`src/rtl/multi_channel_timer_table_unit_macros.svh`:
```
// Assertion macros shared by the timer table RTL.
`ifndef MULTI_CHANNEL_TIMER_TABLE_UNIT_MACROS_SVH
`define MULTI_CHANNEL_TIMER_TABLE_UNIT_MACROS_SVH

`ifndef SYNTHESIS
`define MCTT_ASSERT(lbl, prop, msg) \
  lbl: assert property (@(posedge clk_i) disable iff (!rst_ni) prop) else $error(msg);
`define MCTT_ASSERT_NEVER(lbl, prop, msg) \
  lbl: assert property (@(posedge clk_i) disable iff (!rst_ni) !(prop)) else $error(msg);
`else
`define MCTT_ASSERT(lbl, prop, msg)
`define MCTT_ASSERT_NEVER(lbl, prop, msg)
`endif

`endif

```
`src/rtl/mctt_pkg.sv`:
```
package mctt_pkg;

  localparam int unsigned NumSlotsDef = 8;

  localparam int unsigned OpW      = 3;
  localparam int unsigned IdxW     = 8;
  localparam int unsigned CountW   = 32;
  localparam int unsigned KindW    = 2;
  localparam int unsigned StatusW  = 2;
  localparam int unsigned InDataW  = 48;
  localparam int unsigned OutDataW = 48;

  typedef enum logic [OpW-1:0] {
    OP_TICK   = 3'd0,
    OP_CREATE = 3'd1,
    OP_PAUSE  = 3'd2,
    OP_RESUME = 3'd3,
    OP_RELOAD = 3'd4,
    OP_READ   = 3'd5,
    OP_FREE   = 3'd6
  } op_e;

  typedef enum logic [KindW-1:0] {
    KIND_REPLY  = 2'd0,
    KIND_EXPIRY = 2'd1,
    KIND_END    = 2'd2
  } kind_e;

  typedef enum logic [StatusW-1:0] {
    STATUS_OK    = 2'd0,
    STATUS_RANGE = 2'd1,
    STATUS_FULL  = 2'd2
  } status_e;

  typedef enum logic [2:0] {
    ST_IDLE,
    ST_CMD,
    ST_READ,
    ST_CREATE,
    ST_TICK,
    ST_END
  } state_e;

endpackage

```
`src/rtl/multi_channel_timer_table_unit.sv`:
```
// Table of NUM_SLOTS software timers driven by a command stream. A tick word
// walks the slots in index order, one slot per clock unless an expiry word
// waits for a full output register, through the single read port of the
// count and reload memories and one shared decrement and compare unit, and
// returns one expiry word per expiring slot followed by an end of tick word.
// A create searches for the first free slot one slot per clock. A read and
// each of the other commands return one reply word. A word that is due
// while the output register is still full holds the command until the
// register is free. The input is accepted only while no command is in
// progress; a finished word may still wait at the output meanwhile.
`include "multi_channel_timer_table_unit_macros.svh"

module multi_channel_timer_table_unit #(
  parameter int unsigned NUM_SLOTS = mctt_pkg::NumSlotsDef
) (
  input  logic                          clk_i,
  input  logic                          rst_ni,
  input  logic                          s_axis_tvalid_i,
  output logic                          s_axis_tready_o,
  // timer_index [7:0], timeout [39:8], auto_reload [40], zero fill.
  input  logic [mctt_pkg::InDataW-1:0]  s_axis_tdata_i,
  // op [2:0].
  input  logic [mctt_pkg::OpW-1:0]      s_axis_tuser_i,
  output logic                          m_axis_tvalid_o,
  input  logic                          m_axis_tready_i,
  // status [1:0], slot [9:2], remaining [41:10], zero fill.
  output logic [mctt_pkg::OutDataW-1:0] m_axis_tdata_o,
  // kind [1:0].
  output logic [mctt_pkg::KindW-1:0]    m_axis_tuser_o,
  output logic                          m_axis_tlast_o
);

  import mctt_pkg::*;

  localparam int unsigned SlotW = (NUM_SLOTS > 1) ? $clog2(NUM_SLOTS) : 1;
  localparam logic [SlotW-1:0] LastSlot = SlotW'(NUM_SLOTS - 1);
  localparam logic [IdxW-1:0] IdxLimit = IdxW'(NUM_SLOTS);

  state_e state_q, state_d;

  logic [OpW-1:0]    op_q;
  logic [IdxW-1:0]   idx_q;
  logic [CountW-1:0] timeout_q;
  logic              periodic_q;

  logic [NUM_SLOTS-1:0] used_q, used_d;
  logic [NUM_SLOTS-1:0] paused_q, paused_d;
  logic [NUM_SLOTS-1:0] periodic_flags_q, periodic_flags_d;

  logic [SlotW-1:0] scan_q, scan_d;

  logic [CountW-1:0] count_mem [NUM_SLOTS];
  logic [CountW-1:0] reload_mem [NUM_SLOTS];
  logic [CountW-1:0] rd_count_q;
  logic [CountW-1:0] rd_reload_q;
  logic              rd_en;
  logic [SlotW-1:0]  rd_addr;
  logic              cnt_we;
  logic              rld_we;
  logic [SlotW-1:0]  wr_addr;
  logic [CountW-1:0] cnt_wd;

  logic              m_valid_q;
  logic [KindW-1:0]  m_kind_q;
  logic [StatusW-1:0] m_status_q;
  logic [IdxW-1:0]   m_slot_q;
  logic [CountW-1:0] m_rem_q;
  logic              m_last_q;

  logic              out_load;
  kind_e             o_kind;
  status_e           o_status;
  logic [IdxW-1:0]   o_slot;
  logic [CountW-1:0] o_rem;
  logic              o_last;

  logic             s_accept;
  logic             out_free;
  logic             idx_ok;
  logic [SlotW-1:0] idx_slot;
  logic             scan_last;
  logic             tick_active;
  logic             tick_expire;

  assign s_axis_tready_o = (state_q == ST_IDLE);
  assign s_accept        = s_axis_tvalid_i && s_axis_tready_o;
  assign out_free        = !m_valid_q || m_axis_tready_i;
  assign idx_ok          = (idx_q < IdxLimit);
  assign idx_slot        = idx_q[SlotW-1:0];
  assign scan_last       = (scan_q == LastSlot);
  assign tick_active     = used_q[scan_q] && !paused_q[scan_q];
  assign tick_expire     = tick_active && (rd_count_q == '0);

  always_comb begin
    state_d = state_q;
    unique case (state_q)
      ST_IDLE: begin
        if (s_accept) state_d = ST_CMD;
      end
      ST_CMD: begin
        unique case (op_q)
          OP_TICK:   state_d = ST_TICK;
          OP_CREATE: state_d = ST_CREATE;
          OP_READ: begin
            if (idx_ok) begin
              state_d = ST_READ;
            end else if (out_free) begin
              state_d = ST_IDLE;
            end
          end
          default: begin
            if (out_free) state_d = ST_IDLE;
          end
        endcase
      end
      ST_READ: begin
        if (out_free) state_d = ST_IDLE;
      end
      ST_CREATE: begin
        if ((!used_q[scan_q] || scan_last) && out_free) state_d = ST_IDLE;
      end
      ST_TICK: begin
        if (!(tick_expire && !out_free) && scan_last) state_d = ST_END;
      end
      ST_END: begin
        if (out_free) state_d = ST_IDLE;
      end
      default: state_d = ST_IDLE;
    endcase
  end

  always_comb begin
    out_load         = 1'b0;
    o_kind           = KIND_REPLY;
    o_status         = STATUS_OK;
    o_slot           = '0;
    o_rem            = '0;
    o_last           = 1'b1;
    used_d           = used_q;
    paused_d         = paused_q;
    periodic_flags_d = periodic_flags_q;
    scan_d           = scan_q;
    rd_en            = 1'b0;
    rd_addr          = scan_q;
    cnt_we           = 1'b0;
    rld_we           = 1'b0;
    wr_addr          = idx_slot;
    cnt_wd           = timeout_q;
    unique case (state_q)
      ST_CMD: begin
        unique case (op_q)
          OP_TICK: begin
            scan_d  = '0;
            rd_en   = 1'b1;
            rd_addr = '0;
          end
          OP_CREATE: begin
            scan_d = '0;
          end
          OP_READ: begin
            if (idx_ok) begin
              rd_en   = 1'b1;
              rd_addr = idx_slot;
            end else begin
              out_load = out_free;
              o_status = STATUS_RANGE;
            end
          end
          OP_PAUSE, OP_RESUME, OP_RELOAD, OP_FREE: begin
            out_load = out_free;
            o_status = idx_ok ? STATUS_OK : STATUS_RANGE;
            if (out_free && idx_ok && used_q[idx_slot]) begin
              unique case (op_q)
                OP_PAUSE:  paused_d[idx_slot] = 1'b1;
                OP_RESUME: paused_d[idx_slot] = 1'b0;
                OP_RELOAD: begin
                  cnt_we = 1'b1;
                  rld_we = 1'b1;
                end
                default:   used_d[idx_slot] = 1'b0;
              endcase
            end
          end
          default: begin
            out_load = out_free;
          end
        endcase
      end
      ST_READ: begin
        out_load = out_free;
        o_rem    = used_q[idx_slot] ? rd_count_q : '0;
      end
      ST_CREATE: begin
        wr_addr = scan_q;
        if (!used_q[scan_q]) begin
          out_load = out_free;
          o_slot   = IdxW'(scan_q);
          if (out_free) begin
            used_d[scan_q]           = 1'b1;
            paused_d[scan_q]         = 1'b0;
            periodic_flags_d[scan_q] = periodic_q;
            cnt_we                   = 1'b1;
            rld_we                   = 1'b1;
          end
        end else if (scan_last) begin
          out_load = out_free;
          o_status = STATUS_FULL;
        end else begin
          scan_d = scan_q + SlotW'(1);
        end
      end
      ST_TICK: begin
        wr_addr = scan_q;
        if (tick_expire) begin
          out_load = out_free;
          o_kind   = KIND_EXPIRY;
          o_slot   = IdxW'(scan_q);
          o_last   = 1'b0;
          if (out_free) begin
            if (periodic_flags_q[scan_q]) begin
              cnt_we = 1'b1;
              cnt_wd = rd_reload_q;
            end else begin
              used_d[scan_q] = 1'b0;
            end
          end
        end else if (tick_active) begin
          cnt_we = 1'b1;
          cnt_wd = rd_count_q - CountW'(1);
        end
        if (!(tick_expire && !out_free) && !scan_last) begin
          scan_d  = scan_q + SlotW'(1);
          rd_en   = 1'b1;
          rd_addr = scan_q + SlotW'(1);
        end
      end
      ST_END: begin
        out_load = out_free;
        o_kind   = KIND_END;
      end
      default: ;
    endcase
  end

  always_ff @(posedge clk_i or negedge rst_ni) begin
    if (!rst_ni) begin
      state_q          <= ST_IDLE;
      used_q           <= '0;
      paused_q         <= '0;
      periodic_flags_q <= '0;
      scan_q           <= '0;
      m_valid_q        <= 1'b0;
    end else begin
      state_q          <= state_d;
      used_q           <= used_d;
      paused_q         <= paused_d;
      periodic_flags_q <= periodic_flags_d;
      scan_q           <= scan_d;
      if (out_load) begin
        m_valid_q <= 1'b1;
      end else if (m_axis_tready_i) begin
        m_valid_q <= 1'b0;
      end
    end
  end

  always_ff @(posedge clk_i) begin
    if (s_accept) begin
      op_q       <= s_axis_tuser_i;
      idx_q      <= s_axis_tdata_i[7:0];
      timeout_q  <= s_axis_tdata_i[39:8];
      periodic_q <= s_axis_tdata_i[40];
    end
    if (out_load) begin
      m_kind_q   <= o_kind;
      m_status_q <= o_status;
      m_slot_q   <= o_slot;
      m_rem_q    <= o_rem;
      m_last_q   <= o_last;
    end
  end

  always_ff @(posedge clk_i) begin
    if (cnt_we) count_mem[wr_addr] <= cnt_wd;
    if (rld_we) reload_mem[wr_addr] <= timeout_q;
    if (rd_en) begin
      rd_count_q  <= count_mem[rd_addr];
      rd_reload_q <= reload_mem[rd_addr];
    end
  end

  assign m_axis_tvalid_o = m_valid_q;
  assign m_axis_tuser_o  = m_kind_q;
  assign m_axis_tlast_o  = m_last_q;
  assign m_axis_tdata_o  = {6'b0, m_rem_q, m_slot_q, m_status_q};

  `MCTT_ASSERT(a_load_only_when_free, out_load |-> out_free, "output word overwritten")
  `MCTT_ASSERT(a_accept_starts_cmd, s_accept |=> (state_q == ST_CMD), "no command after accept")
  `MCTT_ASSERT(a_tick_scan_range, (state_q == ST_TICK) |-> (scan_q <= LastSlot), "tick scan past table")
  `MCTT_ASSERT_NEVER(a_expiry_not_last, m_valid_q && (m_kind_q == KIND_EXPIRY) && m_last_q, "expiry marked last")

endmodule
```
`config.mk`:
```
export PLATFORM = sky130hd
export DESIGN_NAME = multi_channel_timer_table_unit
export DESIGN_NICKNAME = d
export VERILOG_FILES = /design/src/rtl/mctt_pkg.sv /design/src/rtl/multi_channel_timer_table_unit.sv
export VERILOG_INCLUDE_DIRS = /design/src /design/src/rtl
export SDC_FILE = /design/constraint.sdc
export NUM_CORES = 1
export LEC_CHECK = 0
export BUFFER_PORTS_ARGS = -buffer_cell sky130_fd_sc_hd__buf_2
export CORE_ASPECT_RATIO = 1.2
export CORE_MARGIN = 4
export CORE_UTILIZATION = 45
export DETAILED_ROUTE_END_ITERATION = 16
export SLEW_MARGIN = 10
export SYNTH_ARGS = -nofsm -noshare
export SYNTH_HDL_FRONTEND = slang
export SYNTH_SLANG_ARGS = --single-unit
export TNS_END_PERCENT = 30
```
`constraint.sdc`:
```
create_clock -name clk_i -period 6.7 [get_ports clk_i]
set_clock_uncertainty 0.1 [all_clocks]
set_input_delay 1.34 -clock clk_i [delete_from_list [all_inputs] [get_ports clk_i]]
set_output_delay 1.34 -clock clk_i [all_outputs]
set_load 0.005 [all_outputs]
```
# == Word-level counts from Yosys, hierarchy flattened ==
# Memories as Yosys holds them, arrays and structs flattened. A register that Yosys moved wholly into a read port is not among the register bits.
# Cells that the tools add are included.
# totals
out_inout_bits,53
word_cells,184
in_bits,55
mem_bits_rw,512
memories,2
ff_bits,120
# memory_table
name,words,word_bits,rd,rd_ports_with_merged_regs,wr,line,source
count_mem,8,32,1,1,1,multi_channel_timer_table_unit.sv:52,logic [CountW-1:0] count_mem [NUM_SLOTS];
reload_mem,8,32,1,1,1,multi_channel_timer_table_unit.sv:53,logic [CountW-1:0] reload_mem [NUM_SLOTS];
# classes
eq_ne,27
addsub,2
n_mux,87
magnitude_cmp,5
n_reduce_logical,37
bitwise_logic,9
# ops
operator,n
$mux 32,5
$mux 8,12
$mux 3,13
$and 8x8->8,4
$logic_not 32->1,1
$pmux 8 s2,2
$sub 32x1->32 const B,1
$mux 1,31
$ne 2x2->1 const B,13
$pmux 8 s3,1
$eq 3x3->1 const B,6
$pmux 3 s2,3
$pmux 3 s3,2
$not 8->8,2
$or 8x8->8,2
$pmux 3 s5,1
$bmux 1 s3,4
$eq 3x2->1 const B,4
$logic_and 1x1->1,11
$reduce_and 9->1,1
$bwmux 8,1
$lt 3x4->1 const B,2
$lt 8x4->1 const B,1
$pmux 1 s2,4
other kinds (24),40

# == Longest topological paths before layout ==
# Gate-level depths: netlist of run 1.
# logic_depth
word_depth,10
ltp_mapped,12
mapped_depth_nobuf,9

# == Worst setup path before layout of run 1 ==
# No wires, ideal clock.
# synth_timing
path_kind,reg-to-reg
start,reg rd_count_q[9] (read register of count_mem)
end,"reg m_last_q, in the netlist m_axis_tlast_o (enable)"
t_arrival_ps,5605
slack_ps,483
path_buffers,2
path_stages_with_launch,9
setup_time_ps,512
synth_period_minus_slack_ps,6217
cell_sequence,edfxtp_1 -> or4_4 -> or4_1 -> buf_2 -> or4_4 -> buf_6 -> nor2_1 -> a21boi_0 -> a311oi_1
# synth_between
elab_chain_cells,4
# synth_rtl
item,line,source
start: declaration,multi_channel_timer_table_unit.sv:54,logic [CountW-1:0] rd_count_q;
$logic_not 32->1,multi_channel_timer_table_unit.sv:92,assign tick_expire = tick_active && (rd_count_q == '0);
$logic_and 1x1->1,multi_channel_timer_table_unit.sv:92,
$mux 1,multi_channel_timer_table_unit.sv:214,if (tick_expire) begin
$pmux 1 s4,multi_channel_timer_table_unit.sv:149,unique case (state_q)
net out_load,multi_channel_timer_table_unit.sv:70,logic out_load;
end signal: assignment,multi_channel_timer_table_unit.sv:279,m_last_q <= o_last;
end: declaration,multi_channel_timer_table_unit.sv:68,logic m_last_q;
# The timed path passes the listed nets, and every way through them passes these cells.
# A chain may end at the register's enable or synchronous reset.

# == Worst setup path after layout of run 1 ==
# layout_timing
start,reg scan_q[0]
end,reg rd_reload_q[0] (read register of reload_mem) (data pin)
# layout_between
elab_chain_cells,10
word_cells_on_any_way,19
cone_classes,add/sub (1); eq/ne (1); mux (10); reduce/logical (7)
# layout_rtl
item,line,source
start: declaration,multi_channel_timer_table_unit.sv:50,"logic [SlotW-1:0] scan_q, scan_d;"
start signal: assignment,multi_channel_timer_table_unit.sv:258,scan_q <= scan_d;
$bmux 1 s3,multi_channel_timer_table_unit.sv:91,assign tick_active = used_q[scan_q] && !paused_q[scan_q];
$mux 1 (implied by the code),multi_channel_timer_table_unit.sv:91,
$logic_not 1->1,multi_channel_timer_table_unit.sv:91,
$logic_and 1x1->1,multi_channel_timer_table_unit.sv:91,
$logic_and 1x1->1,multi_channel_timer_table_unit.sv:92,
$logic_and 1x1->1,multi_channel_timer_table_unit.sv:231,if (!(tick_expire && !out_free) && !scan_last) begin
$logic_not 1->1,multi_channel_timer_table_unit.sv:231,
$logic_and 1x1->1,multi_channel_timer_table_unit.sv:231,
$mux 3 or $mux 1 (tied branches),n/a,
$pmux 3 s2 or $pmux 1 s2 (tied branches),multi_channel_timer_table_unit.sv:149,
end: declaration,multi_channel_timer_table_unit.sv:55,logic [CountW-1:0] rd_reload_q;
# Parallel ways exist; a longest one is shown, timed or not. The select of a mux whose other input is x is not followed.

==> impl_metrics.env, run 1 <==
export IMPL_status="finished clean"
export IMPL_synth_cells=2000
export IMPL_grt_pass1_wl_um=121000
export IMPL_ir_drop_mv=0.336
export IMPL_routabilityCongestion=0.853
export IMPL_io_buffers=89
export IMPL_synth_largest_area_cell="edfxtp_1"
export IMPL_r2r_cells=8
export IMPL_post_cts_setup_buffers=0
export IMPL_path_max_fanout=21
export IMPL_post_cts_resized=0
export IMPL_synth_seq_cells=691
export IMPL_vias=19154
export IMPL_critPathArrivalTime_ns=5.59
export IMPL_min_path_type="register to register"
export IMPL_syn2layout_area_growth_pct=12.0
export IMPL_cap_violations=0
export IMPL_die_area_um2=70400
export IMPL_setup_tns_final_ns=0
export IMPL_viasPerCell=6.59
export IMPL_cts_hold_buf=0
export IMPL_seq_area_frac_synth=0.692
export IMPL_grt_use_total=0.225
export IMPL_endpoint_kind="register"
export IMPL_drive_gt1_frac=0.147
export IMPL_grt_ovfl_total=0
export IMPL_drtAntennaViolNets=0
export IMPL_slew_headroom=0.153
export IMPL_nets=2068
export IMPL_path_clk_slew_ns=0.06
export IMPL_die_h_um=290
export IMPL_antenna_found_initial=4
export IMPL_tightestPinTransition_ns=1.26
export IMPL_netlist_area_um2=29800
export IMPL_ys_warn_count=0
export IMPL_pin_count=108
export IMPL_fin_total_pwr_mw=13.8
export IMPL_place_hpwl_um=46700
export IMPL_finalCritPeriodShare=0.804
export IMPL_drt_iter0_markers=2173
export IMPL_clk_latency_ns=0.61
export IMPL_cts_tree="yes"
export IMPL_synth_distinct_cells=67
export IMPL_period_minus_slack_ns=5.38
export IMPL_slew_violations=0
export IMPL_grt_max_degree=257
export IMPL_antenna_cells=0
export IMPL_synthMostInstantiatedCell="edfxtp_1"
export IMPL_grt_pass1_vias=18619
export IMPL_setup_worst_path_class="register to register"
export IMPL_hold_depth=1
export IMPL_synth_top_area_share=0.666
export IMPL_wl_per_cell_um=27.9
export IMPL_grt_setup_unrepaired="no"
export IMPL_synthFlopType="edfxtp_1"
export IMPL_die_w_um=243
export IMPL_synth_area_leaders="edfxtp_1, and4_1, a2111oi_0"
export IMPL_fillers=5432
export IMPL_rows=103
export IMPL_core_area_um2=65700
export IMPL_numCtsBuffers=71
export IMPL_wirelength_um=81200
export IMPL_p_leak_nw=10.3
export IMPL_worstPathRequired_ns=6.90
export IMPL_drc=0
export IMPL_crit_path_start_kind="register"
export IMPL_root_buffer="clkbuf_16"
export IMPL_clock_sinks=691
export IMPL_h_tree_depth=3
export IMPL_clk_path_buf_depth=3
export IMPL_finalSetupViolCount=0
export IMPL_syn_area_per_cell_um2=14.9
export IMPL_netlist_top_cells_count="edfxtp_1, and4_1, a2111oi_0, clkbuf_1, nor4_1"
export IMPL_clock_fmax_mhz=186
export IMPL_start_util=0.453
export IMPL_powerDensity_nw_per_um2=413
export IMPL_finalHoldViolCount=0
export IMPL_synth_edff_count=660
export IMPL_first_pass_iters=5
export IMPL_async_flop_share=0.0449
==> stage by stage <==
step	cell area (um2)	setup WS, ns	hold WS, ns	cells	utilization
after floorplan	29800	0.483	0.363	2010	-
after global placement	31100	1.57	0.384	2776	0.473
after detailed placement	31100	1.40	0.403	2776	0.473
after CTS	33400	1.39	0.420	2907	0.508
after global routing	33400	1.10	0.440	2907	0.508
final	33400	1.32	0.417	2907	0.508
==> where the power goes <==
| group | switching [mW] | internal [mW] |
|---|---|---|
| Combinational | 2.71 | 1.24 |
| Sequential | 0.441 | 5.54 |
| Clock | 1.62 | 2.23 |
| Total | 4.77 | 9.01 |
==> critical path, cell delays in order (launching register included) <==
cell       delay (ns)
dfrtp_1          0.98
mux4_2           0.59
mux2i_1          0.37
nand2b_1         0.56
o31a_4           0.58
o211ai_4         0.74
buf_4            0.38
a2111oi_0        0.11
nor4_1           0.66
==> logic make-up after synthesis <==
group                      synth area share
AOI/OAI and AO/OA                     0.117
buffers and inverters                0.0363
DFF                                   0.692
xor gates and xnor gates            0.00794
muxes                                0.0108
other                              0.000126
adders and majority gates           0.00168
and+or+nand+nor                       0.135
==> cells in the final DEF, fill, tap and decap left out, types with 8 or more instances in the layout <==
master,count
edfxtp_1,660
and4_1,256
a2111oi_0,194
buf_2,89
nor4_1,76
clkbuf_16,76
a2111oi_1,62
nor2_1,54
nand2_1,53
buf_4,47
o21ai_0,37
and2_1,33
a21oi_1,33
dfrtp_1,31
nor3_1,25
nand3_1,21
clkbuf_1,18
inv_1,16
nor2_4,16
clkinv_1,15
a22oi_1,14
xnor2_1,14
a31oi_1,13
xor2_1,13
mux2_2,13
o22ai_1,12
clkinv_2,12
conb_1,11
buf_12,11
nor2b_1,8
==> final cells by class <==
type,instances,area [um2],area share
clock buffers,98,2020,0.0607
clock inverters,33,239,0.00716
inverters,16,60.1,0.00180
multi-input cells,1082,8370,0.251
flip-flops and latches,691,20600,0.617
well taps,840,1050,0.0315
repair buffers,147,1020,0.0305
==> final timing paths <==
check	slack [ns]	to	startpoint
min in group asynchronous	0.70	state_q[0]$_DFFE_PN0P_	rst_ni
max in group asynchronous	5.28	periodic_flags_q[5]$_DFFE_PN0P_	rst_ni
worst min register to register	0.42	periodic_flags_q[7]$_DFFE_PN0P_	periodic_flags_q[7]$_DFFE_PN0P_
worst min-delay path	0.42	periodic_flags_q[7]$_DFFE_PN0P_	periodic_flags_q[7]$_DFFE_PN0P_
worst max-delay path	1.32	rd_reload_q[0]$_DFFE_PP_	scan_q[0]$_DFFE_PN0P_
worst max register to register	1.32	rd_reload_q[0]$_DFFE_PP_	scan_q[0]$_DFFE_PN0P_
==> sequential cells by signal (all words and copies together), names as in the netlist, named ones only <==
signal / flops
count_mem: 256
idx_q: 8
m_axis_tlast_o: 1
m_axis_tuser_o: 2
m_axis_tvalid_o: 1
m_rem_q: 32
m_slot_q: 3
m_status_q: 2
op_q: 3
periodic_flags_q: 8
periodic_q: 1
rd_count_q: 32
rd_reload_q: 32
reload_mem: 256
scan_q: 3
state_q: 3
timeout_q: 32
used_q: 8
==> routing by layer <==
metal	up-vias	GRT usage	share of wire	wire length, um
met3	131	0.0304	0.065	5240
met1	9817	0.303	0.41	33500
met2	747	0.384	0.50	40200
met5	-	0	0.00016	13
met4	2	0.0717	0.027	2210
li1	8457	-	-	-
(Power assumes the default switching activity.)
==> run 2: changes to the inputs <==
==> constraint.sdc (replaced) <==
create_clock -name clk_i -period 5.2 [get_ports clk_i]
set_clock_uncertainty 0.1 [all_clocks]
set_input_delay 1.04 -clock clk_i [delete_from_list [all_inputs] [get_ports clk_i]]
set_output_delay 1.04 -clock clk_i [all_outputs]
set_load 0.005 [all_outputs]
==> impl_metrics.env, run 2 (synthesis gave the netlist of run 1 again) <==
export IMPL_critPathLaunch="scan_q[0]$_DFFE_PN0P_"
export IMPL_final_common_cell="edfxtp_1"
export IMPL_slowest_delay_ns=0.84
export IMPL_crit_path_start_kind="register"
export IMPL_wl_per_cell_um=27.6
export IMPL_cap_violations=0
export IMPL_drtAntennaViolNets=0
export IMPL_post_cts_resized=0
export IMPL_antenna_found_initial=1
export IMPL_dp_cells=2816
export IMPL_fin_ws_ns=0.783
export IMPL_drive_gt1_frac=0.162
export IMPL_start_util=0.453
export IMPL_slew_headroom=0.261
export IMPL_slew_violations=0
export IMPL_cts_hold_buf=0
export IMPL_path_max_fanout=55
export IMPL_comb_power_share=0.296
export IMPL_root_buffer="clkbuf_16"
export IMPL_crit_top_cell="buf_4"
export IMPL_post_cts_setup_buffers=0
export IMPL_routabilityCongestion=0.870
export IMPL_rr_startpoint="scan_q[0]$_DFFE_PN0P_"
export IMPL_tightestPinTransition_ns=1.10
export IMPL_vias=19170
export IMPL_holdWs_ns=0.403
export IMPL_syn2layout_area_growth_pct=13.5
export IMPL_pre_cts_ws_ns=0.781
export IMPL_p_sw_frac=0.344
export IMPL_drc=0
export IMPL_setup_worst_path_class="register to register"
export IMPL_clock_sinks=691
export IMPL_path_cells="mux4_2, mux2i_1, nand2b_1, buf_4, o211ai_4, nand3_4, buf_12, buf_4, a2111oi_0, nor4_1"
export IMPL_finalSetupViolCount=0
export IMPL_die_h_um=290
export IMPL_p_int_mw=11.8
export IMPL_grt_use_total=0.226
export IMPL_pin_count=108
export IMPL_multi_input_area_um2=8370
export IMPL_nets=2107
export IMPL_critPathArrivalTime_ns=4.65
export IMPL_fillers=5429
export IMPL_grt_setup_unrepaired="no"
export IMPL_endpoint_kind="register"
export IMPL_core_area_um2=65700
export IMPL_die_area_um2=70400
export IMPL_fin_total_pwr_mw=17.9
export IMPL_wl_met3_um=5320
export IMPL_rows=103
export IMPL_p_seq_frac=0.432
export IMPL_io_buffers=89
export IMPL_clock_fmax_mhz=226
export IMPL_place_hpwl_um=46000
export IMPL_drt_iter0_markers=1786
export IMPL_top_layer_used="met4"
export IMPL_die_w_um=243
export IMPL_p_leak_nw=10.5
export IMPL_first_pass_iters=8
export IMPL_clk_latency_ns=0.61
export IMPL_finalNonFillerCells=2942
export IMPL_period_minus_slack_ns=4.42
export IMPL_wirelength_um=81100
export IMPL_slowest_stage="dfrtp_1"
export IMPL_wl_met1_um=33700
export IMPL_power_switching_mw=6.16
export IMPL_powerDensity_nw_per_um2=530
export IMPL_grt_ovfl_total=0
export IMPL_dr_wl_met2_um=39800
export IMPL_grt_max_degree=129
export IMPL_viasPerCell=6.52
export IMPL_numCtsBuffers=70
export IMPL_finalHoldViolCount=0
export IMPL_path_clk_slew_ns=0.06
export IMPL_grt_pass1_vias=18912
export IMPL_clk_path_buf_depth=3
export IMPL_reg_top3="count_mem x256, reload_mem x256"
export IMPL_h_tree_depth=3
export IMPL_setup_tns_final_ns=0
export IMPL_hold_path_startpoint="periodic_flags_q[1]$_DFFE_PN0P_"
export IMPL_ir_drop_mv=0.337
export IMPL_min_path_type="register to register"
export IMPL_seqCellArea_um2=20600
export IMPL_status="finished clean"
export IMPL_cts_tree="yes"
export IMPL_clkPwrFrac=0.272
export IMPL_worstPathRequired_ns=5.43
export IMPL_final_cell_mix="edfxtp_1, and4_1, a2111oi_0"
export IMPL_finalCritPeriodShare=0.849
export IMPL_grt_pass1_wl_um=121000
-- run 2: cell count changes in the layout (fill, tap and decap cells not counted), moves of 2 or more --
cell and delta:
buf_4 +24, clkbuf_8 -4, buf_12 +16, clkinv_1 -2, clkbuf_16 -2
-- run 2: cell type report --
| type | count | share of cell area |
|---|---|---|
| flip-flops and latches | 691 | 0.610 |
| multi-input cells | 1082 | 0.248 |
| clock buffers | 91 | 0.0567 |
| repair buffers | 187 | 0.0450 |
| well taps | 840 | 0.0311 |
| clock inverters | 34 | 0.00818 |
| inverters | 16 | 0.00178 |
| diodes | 1 | 0.0000741 |
-- run 2: final timing paths --
kind | endpoint | slack [ns] | cells after the start
min in group asynchronous | m_axis_tvalid_o$_DFFE_PN0P_ | 0.42 | 1
hold reg to reg | periodic_flags_q[1]$_DFFE_PN0P_ | 0.40 | 1
setup reg to reg | rd_reload_q[19]$_DFFE_PP_ | 0.78 | 10
setup / recovery | rd_reload_q[19]$_DFFE_PP_ | 0.78 | 10
hold / removal | periodic_flags_q[1]$_DFFE_PN0P_ | 0.40 | 1
max in group asynchronous | used_q[4]$_DFFE_PN0P_ | 4.06 | 1
-- run 2: power by group through the flow --
stage / registers [mW] / clock network [mW] / logic, mW
CTS: 7.72 / 4.97 / 5.30
finish: 7.74 / 4.88 / 5.30
global route: 7.79 / 5.20 / 5.74
detailed placement: 7.84 / 0 / 5.28
floorplan: 7.51 / 0 / 3.47
global placement: 7.82 / 0 / 5.18
-- run 2: layer usage --
metal  vias up  track usage
met5         -            0
met3       133       0.0334
met4         0       0.0740
met1      9795        0.302
met2       733        0.383
li1       8509            -
-- run 2: critical path: cells and delay by family (launching register included) --
family                 cells  cell delay [ns]
AO/OA/AOI/OAI              2             0.91
buffers and inverters      3             0.74
flip-flops                 1             0.84
multiplexers               2             0.97
AND/OR/NAND/NOR            3             0.57
-- run 2: per-stage QoR --
| step | area (um2) | utilization |
|---|---|---|
| after global placement | 31600 | 0.481 |
| after detailed placement | 31600 | 0.481 |
| after CTS | 33800 | 0.514 |
| final | 33800 | 0.514 |
| after floorplan | 29800 | - |
| after global routing | 33800 | 0.514 |
==> run 3: changes to the inputs <==
--- a/config.mk
+++ b/config.mk
@@ -6,6 +6,7 @@
 export SDC_FILE = /design/constraint.sdc
 export NUM_CORES = 1
 export LEC_CHECK = 0
+export ABC_AREA = 1
 export BUFFER_PORTS_ARGS = -buffer_cell sky130_fd_sc_hd__buf_2
 export CORE_ASPECT_RATIO = 1.2
 export CORE_MARGIN = 4
==> constraint.sdc (replaced) <==
create_clock -name clk_i -period 3.96 [get_ports clk_i]
set_clock_uncertainty 0.1 [all_clocks]
set_input_delay 0.792 -clock clk_i [delete_from_list [all_inputs] [get_ports clk_i]]
set_output_delay 0.792 -clock clk_i [all_outputs]
set_load 0.005 [all_outputs]
==> impl_metrics.env, run 3 <==
export IMPL_p_seq_frac=0.331
export IMPL_final_common_cell="nand2_1"
export IMPL_post_cts_setup_buffers=0
export IMPL_path_clk_slew_ns=0.06
export IMPL_p_leak_nw=15.5
export IMPL_finalHoldViolCount=0
export IMPL_grt_ovfl_total=0
export IMPL_period_minus_slack_ns=3.61
export IMPL_core_area_um2=69800
export IMPL_ir_drop_mv=0.915
export IMPL_ys_warn_count=0
export IMPL_holdWs_ns=0.176
export IMPL_final_cell_mix="nand2_1, edfxtp_1, inv_1"
export IMPL_status="finished clean"
export IMPL_powerDensity_nw_per_um2=878
export IMPL_tightestPinTransition_ns=1.08
export IMPL_synth_cells=3218
export IMPL_grt_pass1_vias=22121
export IMPL_synth_distinct_cells=42
export IMPL_netlist_area_um2=31700
export IMPL_first_pass_iters=5
export IMPL_synth_largest_area_cell="edfxtp_1"
export IMPL_viasPerCell=5.28
export IMPL_antenna_found_initial=2
export IMPL_clkPwrFrac=0.213
export IMPL_synthMostInstantiatedCell="nand2_1"
export IMPL_routabilityCongestion=0.899
export IMPL_finalSetupViolCount=0
export IMPL_io_buffers=89
export IMPL_finalCritPeriodShare=0.911
export IMPL_p_sw_frac=0.430
export IMPL_cts_hold_buf=0
export IMPL_grt_pass1_wl_um=126000
export IMPL_slew_headroom=0.275
export IMPL_clk_latency_ns=0.61
export IMPL_wirelength_um=82900
export IMPL_die_h_um=299
export IMPL_grt_setup_unrepaired="no"
export IMPL_critPathArrivalTime_ns=3.86
export IMPL_seq_area_frac_synth=0.649
export IMPL_path_max_fanout=36
export IMPL_setup_worst_path_class="register to register"
export IMPL_endpoint_kind="register"
export IMPL_grt_max_degree=94
export IMPL_crit_path_start_kind="register"
export IMPL_synth_seq_cells=691
export IMPL_drt_iter0_markers=1881
export IMPL_power_switching_mw=13.6
export IMPL_pin_count=108
export IMPL_min_path_type="input port to asynchronous set/reset pin"
export IMPL_h_tree_depth=3
export IMPL_synth_edff_count=660
export IMPL_die_area_um2=74900
export IMPL_async_flop_share=0.0449
export IMPL_rows=106
export IMPL_grt_use_total=0.218
export IMPL_drtAntennaViolNets=0
export IMPL_place_hpwl_um=49300
export IMPL_comb_power_share=0.456
export IMPL_antenna_cells=0
export IMPL_slew_violations=0
export IMPL_syn2layout_area_growth_pct=13.3
export IMPL_cts_tree="yes"
export IMPL_drc=0
export IMPL_start_util=0.455
export IMPL_syn_area_per_cell_um2=9.86
export IMPL_fillers=6189
export IMPL_cap_violations=0
export IMPL_worstPathRequired_ns=4.21
export IMPL_synthFlopType="edfxtp_1"
export IMPL_drive_gt1_frac=0.0933
export IMPL_clk_path_buf_depth=3
export IMPL_synth_top_area_share=0.625
export IMPL_final_area_um2=36000
export IMPL_netlist_top_cells_count="nand2_1, edfxtp_1, inv_1, nand3_1, nor2_1"
export IMPL_place_area_um2=33600
export IMPL_clock_fmax_mhz=277
export IMPL_post_cts_resized=0
export IMPL_numCtsBuffers=72
export IMPL_vias=22586
export IMPL_root_buffer="clkbuf_16"
export IMPL_setup_tns_final_ns=0
export IMPL_die_w_um=250
export IMPL_p_int_mw=18.0
export IMPL_regToRegSetupSlack_ns=0.35
export IMPL_nets=3359
export IMPL_wl_per_cell_um=19.4
export IMPL_reg_top3="count_mem x256, reload_mem x256"
export IMPL_synth_area_leaders="edfxtp_1, nand2_1, nand3_1"
export IMPL_r2r_cells=19
export IMPL_clock_sinks=691
[run 3: changes by cell type after synthesis, moves of 17 or more]
| cell | before | now |
|---|---|---|
| buf_4 | 13 | 30 |
| inv_1 | 16 | 616 |
| buf_2 | 24 | 85 |
| nand2_1 | 54 | 746 |
| and2_1 | 34 | 1 |
| clkbuf_1 | 158 | 33 |
| and4_1 | 256 | 0 |
| a2111oi_1 | 62 | 0 |
| o21ai_0 | 37 | 98 |
| o211ai_1 | 5 | 26 |
| nor4_1 | 77 | 2 |
| a2111oi_0 | 194 | 0 |
| nand3_1 | 22 | 558 |
| nor2_1 | 70 | 157 |
[run 3: worst paths after layout]
kind                                            startpoint                         endpoint
max                                rd_count_q[0]$_DFFE_PP_          rd_count_q[1]$_DFFE_PP_
min                                                 rst_ni  periodic_flags_q[5]$_DFFE_PN0P_
max reg2reg                        rd_count_q[0]$_DFFE_PP_          rd_count_q[1]$_DFFE_PP_
min reg2reg                periodic_flags_q[1]$_DFFE_PN0P_  periodic_flags_q[1]$_DFFE_PN0P_
max in group asynchronous                           rst_ni       asynchronous set/reset pin
min in group clk_i                       s_axis_tdata_i[8]           timeout_q[0]$_DFFE_PP_
[run 3: routing by layer]
metal | GRT usage | up-vias | part of all wire
met5 | 0 | - | 0
met4 | 0.0937 | 0 | 0.039
met3 | 0.0271 | 198 | 0.073
met2 | 0.366 | 911 | 0.48
met1 | 0.286 | 10805 | 0.41
li1 | - | 10672 | -
[run 3: cell type report]
class | count | area (um2) | share of cell area
Multi-Input combinational cell | 1743 | 8150 | 0.227
Clock buffer | 89 | 1950 | 0.0542
Tap cell | 918 | 1150 | 0.0319
Timing Repair Buffer | 163 | 1390 | 0.0386
Clock inverter | 41 | 379 | 0.0105
Sequential cell | 691 | 20600 | 0.573
Inverter | 629 | 2360 | 0.0656
[run 3: cells by family after synthesis]
group           share of synthesized area
flops                               0.649
other cells                      0.000118
simple gates                        0.204
buf+inv                             0.102
compound gates                     0.0392
xor+xnor                          0.00359
fa+ha+maj                         0.00158
[run 3: worst max-delay path: stages, from the launching register on]
cell and delay, ns:
edfxtp_1 0.42, inv_1 0.18, ha_1 0.26, nand2_1 0.10
nor2_1 0.11, nand2_1 0.11, nor2_1 0.19, buf_4 0.18
nand4_2 0.14, nand2_2 0.17, nand2_1 0.08, nand3_2 0.13
nand2_8 0.13, nand2_8 0.31, buf_4 0.33, nand2_1 0.09
nand3_1 0.08, nand2_1 0.06, nand2_1 0.05, nand2_1 0.09
[run 3: per-stage QoR]
stage / util / setup WS, ns / cells / power (mW)
final: 0.516 / 0.353 / 4274 / 31.6
after floorplan: - / 0.202 / 3228 / 20.1
after global placement: 0.482 / 0.423 / 4144 / 24.6
after global routing: 0.516 / 0.130 / 4274 / 33.7
after detailed placement: 0.482 / 0.397 / 4144 / 24.9
after CTS: 0.516 / 0.381 / 4274 / 31.7
[run 3: power by group through the flow]
stage	Combinational, mW	Sequential, mW	Clock, mW
3_3_place_gp	14.0	10.6	0
4_1_cts	14.4	10.4	6.88
2_1_floorplan	9.75	10.4	0
3_5_place_dp	14.3	10.6	0
6_report	14.4	10.5	6.73
5_1_grt	16.0	10.5	7.16
